==> config.mk <==
export PLATFORM = sky130hd
export DESIGN_NAME = quadrature_odometry_pose_tracker_core
export DESIGN_NICKNAME = d
export VERILOG_FILES = /design/src/hdl/qopt_pkg.sv /design/src/hdl/quadrature_odometry_pose_tracker_core.sv
export SDC_FILE = /design/constraint.sdc
export NUM_CORES = 2
export LEC_CHECK = 0
export ABC_AREA = 1
export ABC_CLOCK_PERIOD_IN_PS = 12100
export BUFFER_PORTS_ARGS = -buffer_cell sky130_fd_sc_hd__clkbuf_2
export CAP_MARGIN = 0
export CORE_UTILIZATION = 57
export CTS_CLUSTER_SIZE = 16
export DETAILED_ROUTE_END_ITERATION = 10
export PLACE_DENSITY = 0.76
export SYNTH_ARGS = -nofsm -noshare
export SYNTH_HDL_FRONTEND = slang
export SYNTH_SLANG_ARGS = --single-unit
==> constraint.sdc <==
create_clock -name clk -period 12.1 [get_ports clk]
set_input_delay 1.21 -clock clk [delete_from_list [all_inputs] [get_ports clk]]
set_output_delay 1.21 -clock clk [all_outputs]
set_load 0.03 [all_outputs]
==> src/hdl/qopt_pkg.sv <==
`default_nettype none
// ----------------------------------------------------------------------------
// qopt_pkg
// shared constants for the odometry pose tracker
// ----------------------------------------------------------------------------
package qopt_pkg;

    localparam int CORDIC_STEPS_DEF = 16;
    localparam int COUNT_WIDTH_DEF  = 16;
    localparam int ATAN_DEPTH       = 24;

    localparam logic [31:0] GAIN_INV = 32'd652032874;

    localparam logic [2:0] REG_RIGHT_CM = 3'd0;
    localparam logic [2:0] REG_LEFT_CM  = 3'd1;
    localparam logic [2:0] REG_RA_FWD   = 3'd2;
    localparam logic [2:0] REG_RA_REV   = 3'd3;
    localparam logic [2:0] REG_LA_FWD   = 3'd4;
    localparam logic [2:0] REG_LA_REV   = 3'd5;

    localparam logic [1:0] KIND_RIGHT = 2'd0;
    localparam logic [1:0] KIND_LEFT  = 2'd1;
    localparam logic [1:0] KIND_TICK  = 2'd2;
    localparam logic [1:0] KIND_SET   = 2'd3;

    function automatic logic [31:0] atan_lut(input logic [4:0] i);
        logic [31:0] v;
        case (i)
            5'd0:  v = 32'h20000000;
            5'd1:  v = 32'h12E4051E;
            5'd2:  v = 32'h09FB385B;
            5'd3:  v = 32'h051111D4;
            5'd4:  v = 32'h028B0D43;
            5'd5:  v = 32'h0145D7E1;
            5'd6:  v = 32'h00A2F61E;
            5'd7:  v = 32'h00517C55;
            5'd8:  v = 32'h0028BE53;
            5'd9:  v = 32'h00145F2F;
            5'd10: v = 32'h000A2F98;
            5'd11: v = 32'h000517CC;
            5'd12: v = 32'h00028BE6;
            5'd13: v = 32'h000145F3;
            5'd14: v = 32'h0000A2FA;
            5'd15: v = 32'h0000517D;
            5'd16: v = 32'h000028BE;
            5'd17: v = 32'h0000145F;
            5'd18: v = 32'h00000A30;
            5'd19: v = 32'h00000518;
            5'd20: v = 32'h0000028C;
            5'd21: v = 32'h00000146;
            5'd22: v = 32'h000000A3;
            5'd23: v = 32'h00000051;
            default: v = 32'h0;
        endcase
        return v;
    endfunction

endpackage
`default_nettype wire

==> src/hdl/quadrature_odometry_pose_tracker_core.sv <==
`default_nettype none
// ----------------------------------------------------------------------------
// quadrature_odometry_pose_tracker_core
// encoder counting and dead reckoning with a bit-serial cordic and multiplier
// ----------------------------------------------------------------------------
// edge and set-pose words are taken in the idle state; a tick word holds the input
// through the four shift-add products, the bit-serial cordic adders and the two scale
// products, plus any wait on a held result
// one word at a time; the result sits in an output register that frees the input
// reset clears counts and pose and sets the calibration registers to their default values
module quadrature_odometry_pose_tracker_core #(
    parameter int CORDIC_STEPS = qopt_pkg::CORDIC_STEPS_DEF,
    parameter int COUNT_WIDTH  = qopt_pkg::COUNT_WIDTH_DEF
) (
    input  wire         clk,
    input  wire         rst_n,
    input  wire         s_tvalid,
    output logic        s_tready,
    input  wire  [87:0] s_tdata,   // chan_a, chan_b, new_x, new_y, new_heading, pad
    input  wire  [1:0]  s_tuser,   // kind
    output logic        m_tvalid,
    input  wire         m_tready,
    output logic [111:0] m_tdata,  // pos_x, pos_y, heading_out, right_step, left_step
    input  wire         cfg_valid,
    output logic        cfg_ready,
    input  wire  [2:0]  cfg_index,
    input  wire  [23:0] cfg_data
);
    localparam int NSTEP = (CORDIC_STEPS > qopt_pkg::ATAN_DEPTH) ?
                           qopt_pkg::ATAN_DEPTH : CORDIC_STEPS;
    localparam int W  = 34;   // serial word for the cordic adders
    localparam logic signed [COUNT_WIDTH-1:0] LIM = {1'b0, {(COUNT_WIDTH-1){1'b1}}};

    typedef enum logic [3:0] {
        S_IDLE, S_MUL, S_DZ, S_ROT, S_ITER, S_SCX, S_SCY, S_DONE
    } state_t;

    state_t state_reg;
    logic [15:0] rcm_reg, lcm_reg;
    logic [23:0] raf_reg, rar_reg, laf_reg, lar_reg;
    logic signed [COUNT_WIDTH-1:0] racc_reg, lacc_reg, r_reg, l_reg;
    logic [31:0] x_reg, y_reg, th_reg;

    // bit-serial multiply: acc += mcand when multiplier bit set, multiplier shifts
    logic [1:0]  mi_reg;          // which product
    logic [6:0]  cnt_reg;
    logic signed [63:0] mc_reg;   // multiplicand (shifted left)
    logic [63:0] mp_reg;          // multiplier magnitude bits
    logic        mneg_reg;
    logic signed [63:0] acc_reg;
    logic signed [63:0] p0_reg, p1_reg, p2_reg;
    logic signed [63:0] dist_reg;

    // cordic, serial add of 34-bit values
    logic signed [W-1:0] cx_reg, cy_reg, cz_reg, xs_reg, ys_reg;
    logic [4:0]  it_reg;
    logic        flip_reg, dir_reg, carx_reg, cary_reg, carz_reg;
    logic [31:0] at_reg;
    logic [5:0]  bit_reg;

    logic [111:0] out_reg;
    logic        ov_reg;

    assign s_tready  = (state_reg == S_IDLE);
    assign cfg_ready = 1'b1;
    assign m_tvalid  = ov_reg;
    assign m_tdata   = out_reg;

    logic [1:0] kind;
    logic ca, cb;
    assign kind = s_tuser;
    assign ca   = s_tdata[0];
    assign cb   = s_tdata[1];

    function automatic logic signed [COUNT_WIDTH-1:0] cstep(
        input logic signed [COUNT_WIDTH-1:0] a, input logic up);
        logic signed [COUNT_WIDTH-1:0] r;
        r = a;
        if (up && a < LIM) r = a + 1'b1;
        else if (!up && a > -LIM) r = a - 1'b1;
        return r;
    endfunction

    // start values for each product
    logic signed [63:0] mcs;
    logic [63:0] mps;
    logic        mns;
    always_comb
    begin
        mcs = '0; mps = '0; mns = 1'b0;
        case (mi_reg)
            2'd0:
            begin
                mcs = 64'(r_reg);
                mps = {48'd0, rcm_reg};
            end
            2'd1:
            begin
                mcs = 64'(l_reg);
                mps = {48'd0, lcm_reg};
            end
            2'd2:
            begin
                mcs = 64'(r_reg);
                mps = {40'd0, (r_reg > 0) ? raf_reg : rar_reg};
            end
            default:
            begin
                mcs = 64'(l_reg);
                mps = {40'd0, (l_reg > 0) ? laf_reg : lar_reg};
            end
        endcase
    end

    // serial adder bits
    logic sx, sy, sz, bx, by, bz, opx, opy, opz;
    logic signed [63:0] dz_w, mid_w;
    always_comb
    begin
        opx = dir_reg ? ~ys_reg[0] : ys_reg[0];
        opy = dir_reg ? xs_reg[0] : ~xs_reg[0];
        opz = dir_reg ? ~at_reg[0] : at_reg[0];
        {bx, sx} = {1'b0, cx_reg[0]} + {1'b0, opx} + {1'b0, carx_reg};
        {by, sy} = {1'b0, cy_reg[0]} + {1'b0, opy} + {1'b0, cary_reg};
        {bz, sz} = {1'b0, cz_reg[0]} + {1'b0, opz} + {1'b0, carz_reg};
        dz_w  = (p2_reg - p1_reg) >>> 1;
        mid_w = dz_w >>> 1;
    end

    always_ff @(posedge clk or negedge rst_n)
    begin
        if (!rst_n)
        begin
            state_reg <= S_IDLE;
            rcm_reg <= 16'd1115; lcm_reg <= 16'd1109;
            raf_reg <= 24'd775017; rar_reg <= 24'd775017;
            laf_reg <= 24'd770649; lar_reg <= 24'd771518;
            racc_reg <= '0; lacc_reg <= '0;
            x_reg <= '0; y_reg <= '0; th_reg <= '0;
            ov_reg <= 1'b0;
            mi_reg <= '0; cnt_reg <= '0; it_reg <= '0; bit_reg <= '0;
        end
        else
        begin
            if (cfg_valid)
            begin
                unique case (cfg_index)
                    qopt_pkg::REG_RIGHT_CM: rcm_reg <= cfg_data[15:0];
                    qopt_pkg::REG_LEFT_CM:  lcm_reg <= cfg_data[15:0];
                    qopt_pkg::REG_RA_FWD:   raf_reg <= cfg_data;
                    qopt_pkg::REG_RA_REV:   rar_reg <= cfg_data;
                    qopt_pkg::REG_LA_FWD:   laf_reg <= cfg_data;
                    qopt_pkg::REG_LA_REV:   lar_reg <= cfg_data;
                    default: ;
                endcase
            end
            if (ov_reg && m_tready) ov_reg <= 1'b0;
            unique case (state_reg)
                S_IDLE:
                begin
                    if (s_tvalid && s_tready)
                    begin
                        unique case (kind)
                            qopt_pkg::KIND_RIGHT: racc_reg <= cstep(racc_reg, ca != cb);
                            qopt_pkg::KIND_LEFT:  lacc_reg <= cstep(lacc_reg, ca == cb);
                            qopt_pkg::KIND_SET:
                            begin
                                x_reg <= s_tdata[33:2];
                                y_reg <= s_tdata[65:34];
                                th_reg <= {s_tdata[81:66], 16'd0};
                                racc_reg <= '0; lacc_reg <= '0;
                            end
                            default:
                            begin
                                r_reg <= racc_reg; l_reg <= lacc_reg;
                                racc_reg <= '0; lacc_reg <= '0;
                                mi_reg <= 2'd0; cnt_reg <= '0;
                                acc_reg <= '0;
                                state_reg <= S_MUL;
                            end
                        endcase
                    end
                end
                S_MUL:
                begin
                    if (cnt_reg == 7'd0)
                    begin
                        mc_reg <= mcs; mp_reg <= mps; mneg_reg <= mns;
                        acc_reg <= '0;
                        cnt_reg <= 7'd1;
                    end
                    else if (cnt_reg <= 7'd24)
                    begin
                        if (mp_reg[0]) acc_reg <= acc_reg + mc_reg;
                        mc_reg <= mc_reg <<< 1;
                        mp_reg <= mp_reg >> 1;
                        cnt_reg <= cnt_reg + 1'b1;
                    end
                    else
                    begin
                        cnt_reg <= '0;
                        unique case (mi_reg)
                            2'd0: p0_reg <= acc_reg;
                            2'd1:
                            begin
                                p1_reg <= acc_reg;
                                dist_reg <= (p0_reg + acc_reg) >>> 1;
                            end
                            2'd2: p2_reg <= acc_reg;
                            default:
                            begin
                                p1_reg <= acc_reg;
                                state_reg <= S_DZ;
                            end
                        endcase
                        mi_reg <= mi_reg + 1'b1;
                    end
                end
                S_DZ:
                begin
                    // dz in p2, mid angle into cz
                    p2_reg <= dz_w;
                    begin
                        logic [31:0] m;
                        m = th_reg + mid_w[31:0];
                        if (!m[31] && m > 32'h40000000)
                        begin
                            cz_reg <= W'($signed({1'b0, m}) - 33'sh080000000);
                            flip_reg <= 1'b1;
                        end
                        else if (m[31] && m < 32'hC0000000)
                        begin
                            cz_reg <= W'($signed({1'b1, m}) + 33'sh080000000);
                            flip_reg <= 1'b1;
                        end
                        else
                        begin
                            cz_reg <= W'($signed(m));
                            flip_reg <= 1'b0;
                        end
                    end
                    cx_reg <= W'(qopt_pkg::GAIN_INV);
                    cy_reg <= '0;
                    it_reg <= '0;
                    state_reg <= (NSTEP == 0) ? S_SCX : S_ROT;
                end
                S_ROT:
                begin
                    xs_reg <= cx_reg >>> it_reg;
                    ys_reg <= cy_reg >>> it_reg;
                    at_reg <= qopt_pkg::atan_lut(it_reg);
                    dir_reg <= !cz_reg[W-1];
                    carx_reg <= !cz_reg[W-1];
                    cary_reg <= cz_reg[W-1];
                    carz_reg <= !cz_reg[W-1];
                    bit_reg <= '0;
                    state_reg <= S_ITER;
                end
                S_ITER:
                begin
                    cx_reg <= {sx, cx_reg[W-1:1]};
                    cy_reg <= {sy, cy_reg[W-1:1]};
                    cz_reg <= {sz, cz_reg[W-1:1]};
                    xs_reg <= {xs_reg[W-1], xs_reg[W-1:1]};
                    ys_reg <= {ys_reg[W-1], ys_reg[W-1:1]};
                    at_reg <= {1'b0, at_reg[31:1]};
                    carx_reg <= bx; cary_reg <= by; carz_reg <= bz;
                    bit_reg <= bit_reg + 1'b1;
                    if (bit_reg == 6'(W-1))
                    begin
                        if (it_reg == 5'(NSTEP-1))
                        begin
                            cnt_reg <= '0;
                            state_reg <= S_SCX;
                        end
                        else
                        begin
                            it_reg <= it_reg + 1'b1;
                            state_reg <= S_ROT;
                        end
                    end
                end
                S_SCX, S_SCY:
                begin
                    if (cnt_reg == 7'd0)
                    begin
                        logic signed [W-1:0] k;
                        k = (state_reg == S_SCX) ? cx_reg : cy_reg;
                        if (flip_reg) k = -k;
                        mc_reg <= dist_reg;
                        mp_reg <= 64'(k < 0 ? -k : k);
                        mneg_reg <= k < 0;
                        acc_reg <= '0;
                        cnt_reg <= 7'd1;
                    end
                    else if (cnt_reg <= 7'd32)
                    begin
                        if (mp_reg[0]) acc_reg <= acc_reg + mc_reg;
                        mc_reg <= mc_reg <<< 1;
                        mp_reg <= mp_reg >> 1;
                        cnt_reg <= cnt_reg + 1'b1;
                    end
                    else
                    begin
                        logic signed [63:0] q;
                        q = (mneg_reg ? -acc_reg : acc_reg) >>> 30;
                        cnt_reg <= '0;
                        if (state_reg == S_SCX)
                        begin
                            x_reg <= x_reg + q[31:0];
                            state_reg <= S_SCY;
                        end
                        else
                        begin
                            y_reg <= y_reg + q[31:0];
                            th_reg <= th_reg + p2_reg[31:0];
                            state_reg <= S_DONE;
                        end
                    end
                end
                S_DONE:
                begin
                    if (!ov_reg)
                    begin
                        out_reg <= {16'(l_reg), 16'(r_reg), th_reg[31:16], y_reg, x_reg};
                        ov_reg <= 1'b1;
                        state_reg <= S_IDLE;
                    end
                end
                default: state_reg <= S_IDLE;
            endcase
        end
    end

    a_ready_idle: assert property (@(posedge clk) disable iff (!rst_n)
        s_tready |-> (state_reg == S_IDLE)) else $error("ready outside idle");
    a_out_hold: assert property (@(posedge clk) disable iff (!rst_n)
        (m_tvalid && !m_tready) |=> $stable(m_tdata)) else $error("result changed");
    a_sat: assert property (@(posedge clk) disable iff (!rst_n)
        (racc_reg >= -LIM) && (lacc_reg >= -LIM)) else $error("count past limit");

endmodule
`default_nettype wire
* After elaboration in Yosys (flattened, before gate mapping)
Memory sizes are Yosys's and may differ from the RTL's. Cells that the tools add are included. W data, S select, Z words.
Word-level totals: output and inout bits 115, flip-flop bits (word level) 1080, ROM bits 960, memories 1, logic and storage cells 297
Cells by class: bitwise logic cells 11, shift operators 2, reductions and logical operators 57, $add $sub $neg 26, mux-type cells 107, $lt $le $gt $ge 11, eq/ne operators 41
Memory list:
- (no name shown) | words 32, width 30, rd ports 1, clocked after memory_dff 0, write ports 0, RTL line qopt_pkg.sv:28 | case (i)
Operators by type and width (count):
- $mux W64 | 20
- $mux W32 | 15
- $pmux W64 S2 | 3
- $pmux W34 S2 | 5
- $pmux W32 S2 | 4
- $mux W34 | 6
- $pmux W64 S3 | 1
- $add A32 B32 Y32 | 4
- $add A64 B64 Y64 | 2
- $pmux W24 S3 | 1
- $sshr A34 B5 Y34 | 2
- $mux W16 | 4
- $neg A34 Y64 | 1
- $pmux W16 S2 | 2
- $sub A64 B64 Y64 | 1
- $mux W62 | 1
- $neg A62 Y62 | 1
- $mux W7 | 8
- $mux W24 | 2
- $mux W4 | 9
- $add A33 B33 Y34 const B | 1
- $lt A34 B1 Y1 const B | 1
- $neg A34 Y34 | 1
- $sub A32 B32 Y33 const B | 1
- other kinds (58) | 159

* Longest topological paths before layout
word-level depth 10, mapped depth 29, depth with buffers taken out 29

* Least setup slack after synthesis
No wires, ideal clock.
path kind input -> register, start in rst_n, end reg mc_reg[0] (enable), library setup time 0.810 ns, cell stages on the path 3, buffers on the path 0, arrival time 10.794 ns, required time 11.290 ns, slack 0.496 ns, cell sequence clkinv_1 > nor2_1 > a21boi_0
Between the ends: longest elaborated chain between the ends 1
RTL lines:
- start, declared | RTL line quadrature_odometry_pose_tracker_core.sv:16 | input wire rst_n,
- $reduce_and A4 Y1 (no line)
- end signal, assigned | RTL line quadrature_odometry_pose_tracker_core.sv:188 | mc_reg <= mcs; mp_reg <= mps; mneg_reg <= mns;
- end signal, assigned | RTL line quadrature_odometry_pose_tracker_core.sv:195 | mc_reg <= mc_reg <<< 1;
- end signal, assigned | RTL line quadrature_odometry_pose_tracker_core.sv:290 | mc_reg <= dist_reg;
- end, declared | RTL line quadrature_odometry_pose_tracker_core.sv:47 | logic signed [63:0] mc_reg;
Every way passes these cells. A chain may end at the register's enable or synchronous reset.

* Worst setup path in the final report
start reg acc_reg[1], end reg y_reg[24]
Between the ends: longest elaborated chain between the ends 7
RTL lines:
- start, declared | RTL line quadrature_odometry_pose_tracker_core.sv:50 | logic signed [63:0] acc_reg;
- start signal, assigned | RTL line quadrature_odometry_pose_tracker_core.sv:194 | if (mp_reg[0]) acc_reg <= acc_reg + mc_reg;
- start signal, assigned | RTL line quadrature_odometry_pose_tracker_core.sv:298 | if (mp_reg[0]) acc_reg <= acc_reg + mc_reg;
- $neg A62 Y62 | RTL line quadrature_odometry_pose_tracker_core.sv:306 | q = (mneg_reg ? -acc_reg : acc_reg) >>> 30;
- $mux W62 | RTL line quadrature_odometry_pose_tracker_core.sv:306
- $add A32 B32 Y32 | RTL line quadrature_odometry_pose_tracker_core.sv:315 | y_reg <= y_reg + q[31:0];
- $mux W32 | RTL line quadrature_odometry_pose_tracker_core.sv:308 | if (state_reg == S_SCX)
- $mux W32 | RTL line quadrature_odometry_pose_tracker_core.sv:296 | else if (cnt_reg <= 7'd32)
- $mux W32 | RTL line quadrature_odometry_pose_tracker_core.sv:285 | if (cnt_reg == 7'd0)
- $pmux W32 S2 | RTL line quadrature_odometry_pose_tracker_core.sv:158 | unique case (state_reg)
- end signal, assigned | RTL line quadrature_odometry_pose_tracker_core.sv:169 | y_reg <= s_tdata[65:34];
- end signal, assigned | RTL line quadrature_odometry_pose_tracker_core.sv:315
- end, declared | RTL line quadrature_odometry_pose_tracker_core.sv:42 | logic [31:0] x_reg, y_reg, th_reg;
Every way passes these cells. The select of a mux whose other input is x is not followed.

==> impl_results.md <==
- Fmax: 0.170 GHz
- CP most frequent cell: nor2_1
- Initial Util: 0.576
- CTS tree: built
- Clock root cell: clkbuf_16
- Max-cap viol count: 0
- Area of the multi-input gates: 33600 um2
- Hold_buf cts: 0
- Pwr Total: ~0.020 W
- # H-tree levels: 3
- CP Max Fanout: 6
- Drt first pass iters: 9
- Synth async-reset ratio: 0.260
- Sink Count: 1077
- Setup_tns: 0 ns
- Sequential cell area: 31000 um2
- Status: complete, no violations
- Final wirelength: 208 mm
- CP peak stage delay: around 0.66 ns
- CP Launch Type: register
- Top_reg_cell synth: edfxtp_1
- Max Buffers Root-to-Sink: 3
- Sequential area share after synthesis: 0.448
- Routed Antenna Nets: 0
- Share of cells above drive strength 1: 0.0750
- Vias in the first global route: about 57000
- CTS buffer count: around 110
- Post-layout min period: just under 6 ns
- Initial antenna violation count: 11
- Post-detail-place hpwl: about 160 mm
- Placed cell area: 71900 um2
- Skew-Pair Late Insertion Delay: approximately 0.78 ns
- Crit. End Element: register
- Vias: 61700
- RSZ-0062 raised after global routing: no
- VDD IR-drop max: 0.000168 V
- Setup Buffers After CTS: 0
- Final Skew: 0.0852 ns
- Full die area: 123000 um2
- Filler cells: 10500
- IO Pins: 237
- Via/cell ratio: 5.95
- 1st-iter DRT viols: 7093
- Max FFs per register: ~110
- Port Buf Inserts: between 200 and 250
- Synth Cell Area: around 70000 um2
- Worst hold path type: input port to asynchronous set/reset pin
- Synth cell types: 72
- Synth Instances: 8515
- Mean post-synth cell area: roughly 8 um2
- Wirelength per Cell: 20.0 um
- FP Rows: about 130
- Synth-to-Final Area Change: 9.72%
- Gr usage total: 0.332
- WP data arrival: 6.45 ns
- Synthesized net count: 9007
- Setup violations, final: 0
- Power Density: 260 nW/um2
- Final net count: approximately 9000
- Post-synth EDFFs: about 800
- Core area: roughly 120000 um2
- Placer Congestion: 1.02
- WP data required: 12.69 ns
- Pin count of the biggest net entering global routing: 122
- First-pass GRT wire length: between 300 and 400 mm
- Cell leakage power: 33.0 nW
- Slew Viols, Final: 0
- Met1 usage: 0.484
- Pre-CTS WS: 6.51 ns
- Register bit total from synthesis: approximately 1100
- Clk slew on worst S/H paths: 0.06 ns
- Post-cts sizing count: 0
- Slew @ Worst Pin: 1.24 ns
- Slew HR: 0.171
- DRC: 0
- Tcrit/Tclk final: 0.485
- Met3 Usage GRT: 0.0444
- Worst Setup Slack, final: 6.23 ns
- GRT Max-Usage Layer: met2
- Die X: 350 um
- Final Util: 0.632
- CP max-delay cell: xor2_1
- Design area: 75900 um2
- GRT Residual Overflow: 0
- GR Layer Usage met2: 0.500
- Final hold viol count: 0
- Setup CP Type: register to register
- Warnings, synthesis: 0
- Die H: 350 um
## cell usage after synthesis (8+ instances only)
| cell | n | area (um2) |
|---|---|---|
| inv_1 | 956 | 3590 |
| buf_1 | 25 | 93.8 |
| ha_1 | 358 | 4480 |
| nor2_2 | 12 | 75.1 |
| mux2i_1 | 58 | 581 |
| a221o_1 | 8 | 80.1 |
| a32oi_1 | 9 | 78.8 |
| nor3_1 | 77 | 385 |
| o21bai_1 | 26 | 195 |
| or2_2 | 33 | 206 |
| nor4_1 | 41 | 257 |
| o21ai_0 | 855 | 4280 |
| o211ai_1 | 90 | 676 |
| a21oi_1 | 645 | 3230 |
| a21o_1 | 38 | 285 |
| o21ai_1 | 16 | 80.1 |
| o221ai_1 | 40 | 350 |
| edfxtp_1 | 797 | 23900 |
| nand3_1 | 353 | 1770 |
| o21a_1 | 57 | 428 |
| fa_1 | 12 | 240 |
| nand2_1 | 1988 | 7460 |
| a32o_1 | 9 | 90.1 |
| o31ai_1 | 16 | 120 |
| a22oi_1 | 20 | 150 |
| clkinv_1 | 16 | 60.1 |
| xor2_1 | 173 | 1520 |
| dfrtp_1 | 222 | 5560 |
| buf_2 | 18 | 90.1 |
| xnor2_1 | 107 | 937 |
| nand4_1 | 76 | 475 |
| dfstp_2 | 58 | 1520 |
| a221oi_1 | 19 | 166 |
| o22ai_1 | 33 | 206 |
| nand2_2 | 32 | 200 |
| clkbuf_1 | 213 | 800 |
| nor2_1 | 789 | 2960 |
| a21boi_0 | 13 | 97.6 |
| a31oi_1 | 105 | 657 |
| nand3b_1 | 11 | 82.6 |
| o2111ai_1 | 10 | 87.6 |
## path summary, 6_finish.rpt
path	cells after the start	to	startpoint	slack [ns]
min in group clk	0	r_reg[15]	racc_reg[15]	0.46
setup / recovery	25	y_reg[24]	acc_reg[1]	6.23
hold reg to reg	0	r_reg[15]	racc_reg[15]	0.46
hold / removal	1	racc_reg[5]	rst_n	0.41
max in group asynchronous	3	raf_reg[13]	rst_n	9.78
setup reg to reg	25	y_reg[24]	acc_reg[1]	6.23
## critical path, delay by kind of cell, from the launching register on
kind                       cells  cell delay [ns]
xor gates and xnor gates       1             0.66
adders and majority gates      1             0.42
and+or+nand+nor               12             1.81
AOI/OAI and AO/OA              7             1.78
DFF                            1             0.49
buffers and inverters          4             0.51
## power breakdown
part	leakage, nW	switching, W	internal [W]	total (W)
combinational	20.3	0.00671	0.00320	0.00991
clock	1.97	0.00158	0.00218	0.00375
sequential	10.7	0.000776	0.00533	0.00611
## layout make-up
| class | count | share of cell area |
|---|---|---|
| inverter | 978 | 0.0484 |
| clock buffer | 142 | 0.0403 |
| tap | 1612 | 0.0266 |
| clock inverter | 73 | 0.0128 |
| sequential | 1077 | 0.408 |
| multi-input combinational | 6194 | 0.442 |
| antenna | 11 | 0.000362 |
| timing repair buffer | 286 | 0.0210 |
## per-stage QoR
step	instances	hold WS (ns)
finish	10400	0.407
global route	10400	0.473
CTS	10400	0.449
detailed placement	10100	0.439
global placement	10100	0.432
floorplan	8515	0.425
## cells by family (layout without fill, tap and decap cells)
family | count (synthesis) | count (layout) | share of synthesized area
buf+inv | 1244 | 1479 | 0.0687
simple gates | 3435 | 3435 | 0.203
compound gates | 2047 | 2047 | 0.167
flops | 1077 | 1077 | 0.448
mux | 59 | 59 | 0.00855
xor+xnor | 281 | 281 | 0.0357
other cells | 2 | 13 | 0.000108
fa+ha+maj | 370 | 370 | 0.0682
## layer usage
layer  vias up  part of all wire
met5         -                 0
met3       398             0.087
met4         0             0.037
met2      2833              0.43
li1      29400                 -
met1     29100              0.44
## layout by cell type (no fill, tap or decap), types with 17 or more instances in the layout
cell / count
o21ai_0: 855
o21bai_1: 26
xnor2_1: 107
nand2_1: 1986
edfxtp_1: 797
clkinv_2: 27
ha_1: 358
nor2_1: 782
mux2i_1: 58
clkbuf_16: 116
clkbuf_1: 18
nand4_1: 76
o21a_1: 57
clkbuf_2: 228
dfstp_2: 58
a21o_1: 38
nor3_1: 75
or2_2: 33
o221ai_1: 40
nor4_1: 40
a22oi_1: 20
o22ai_1: 33
a221oi_1: 19
buf_4: 56
a31oi_1: 105
o211ai_1: 90
nand2_2: 33
inv_1: 953
bufinv_16: 17
a21oi_1: 643
nand3_1: 353
dfrtp_1: 221
clkinv_1: 25
xor2_1: 173
Note: power is estimated with default switching activity, not from simulation.
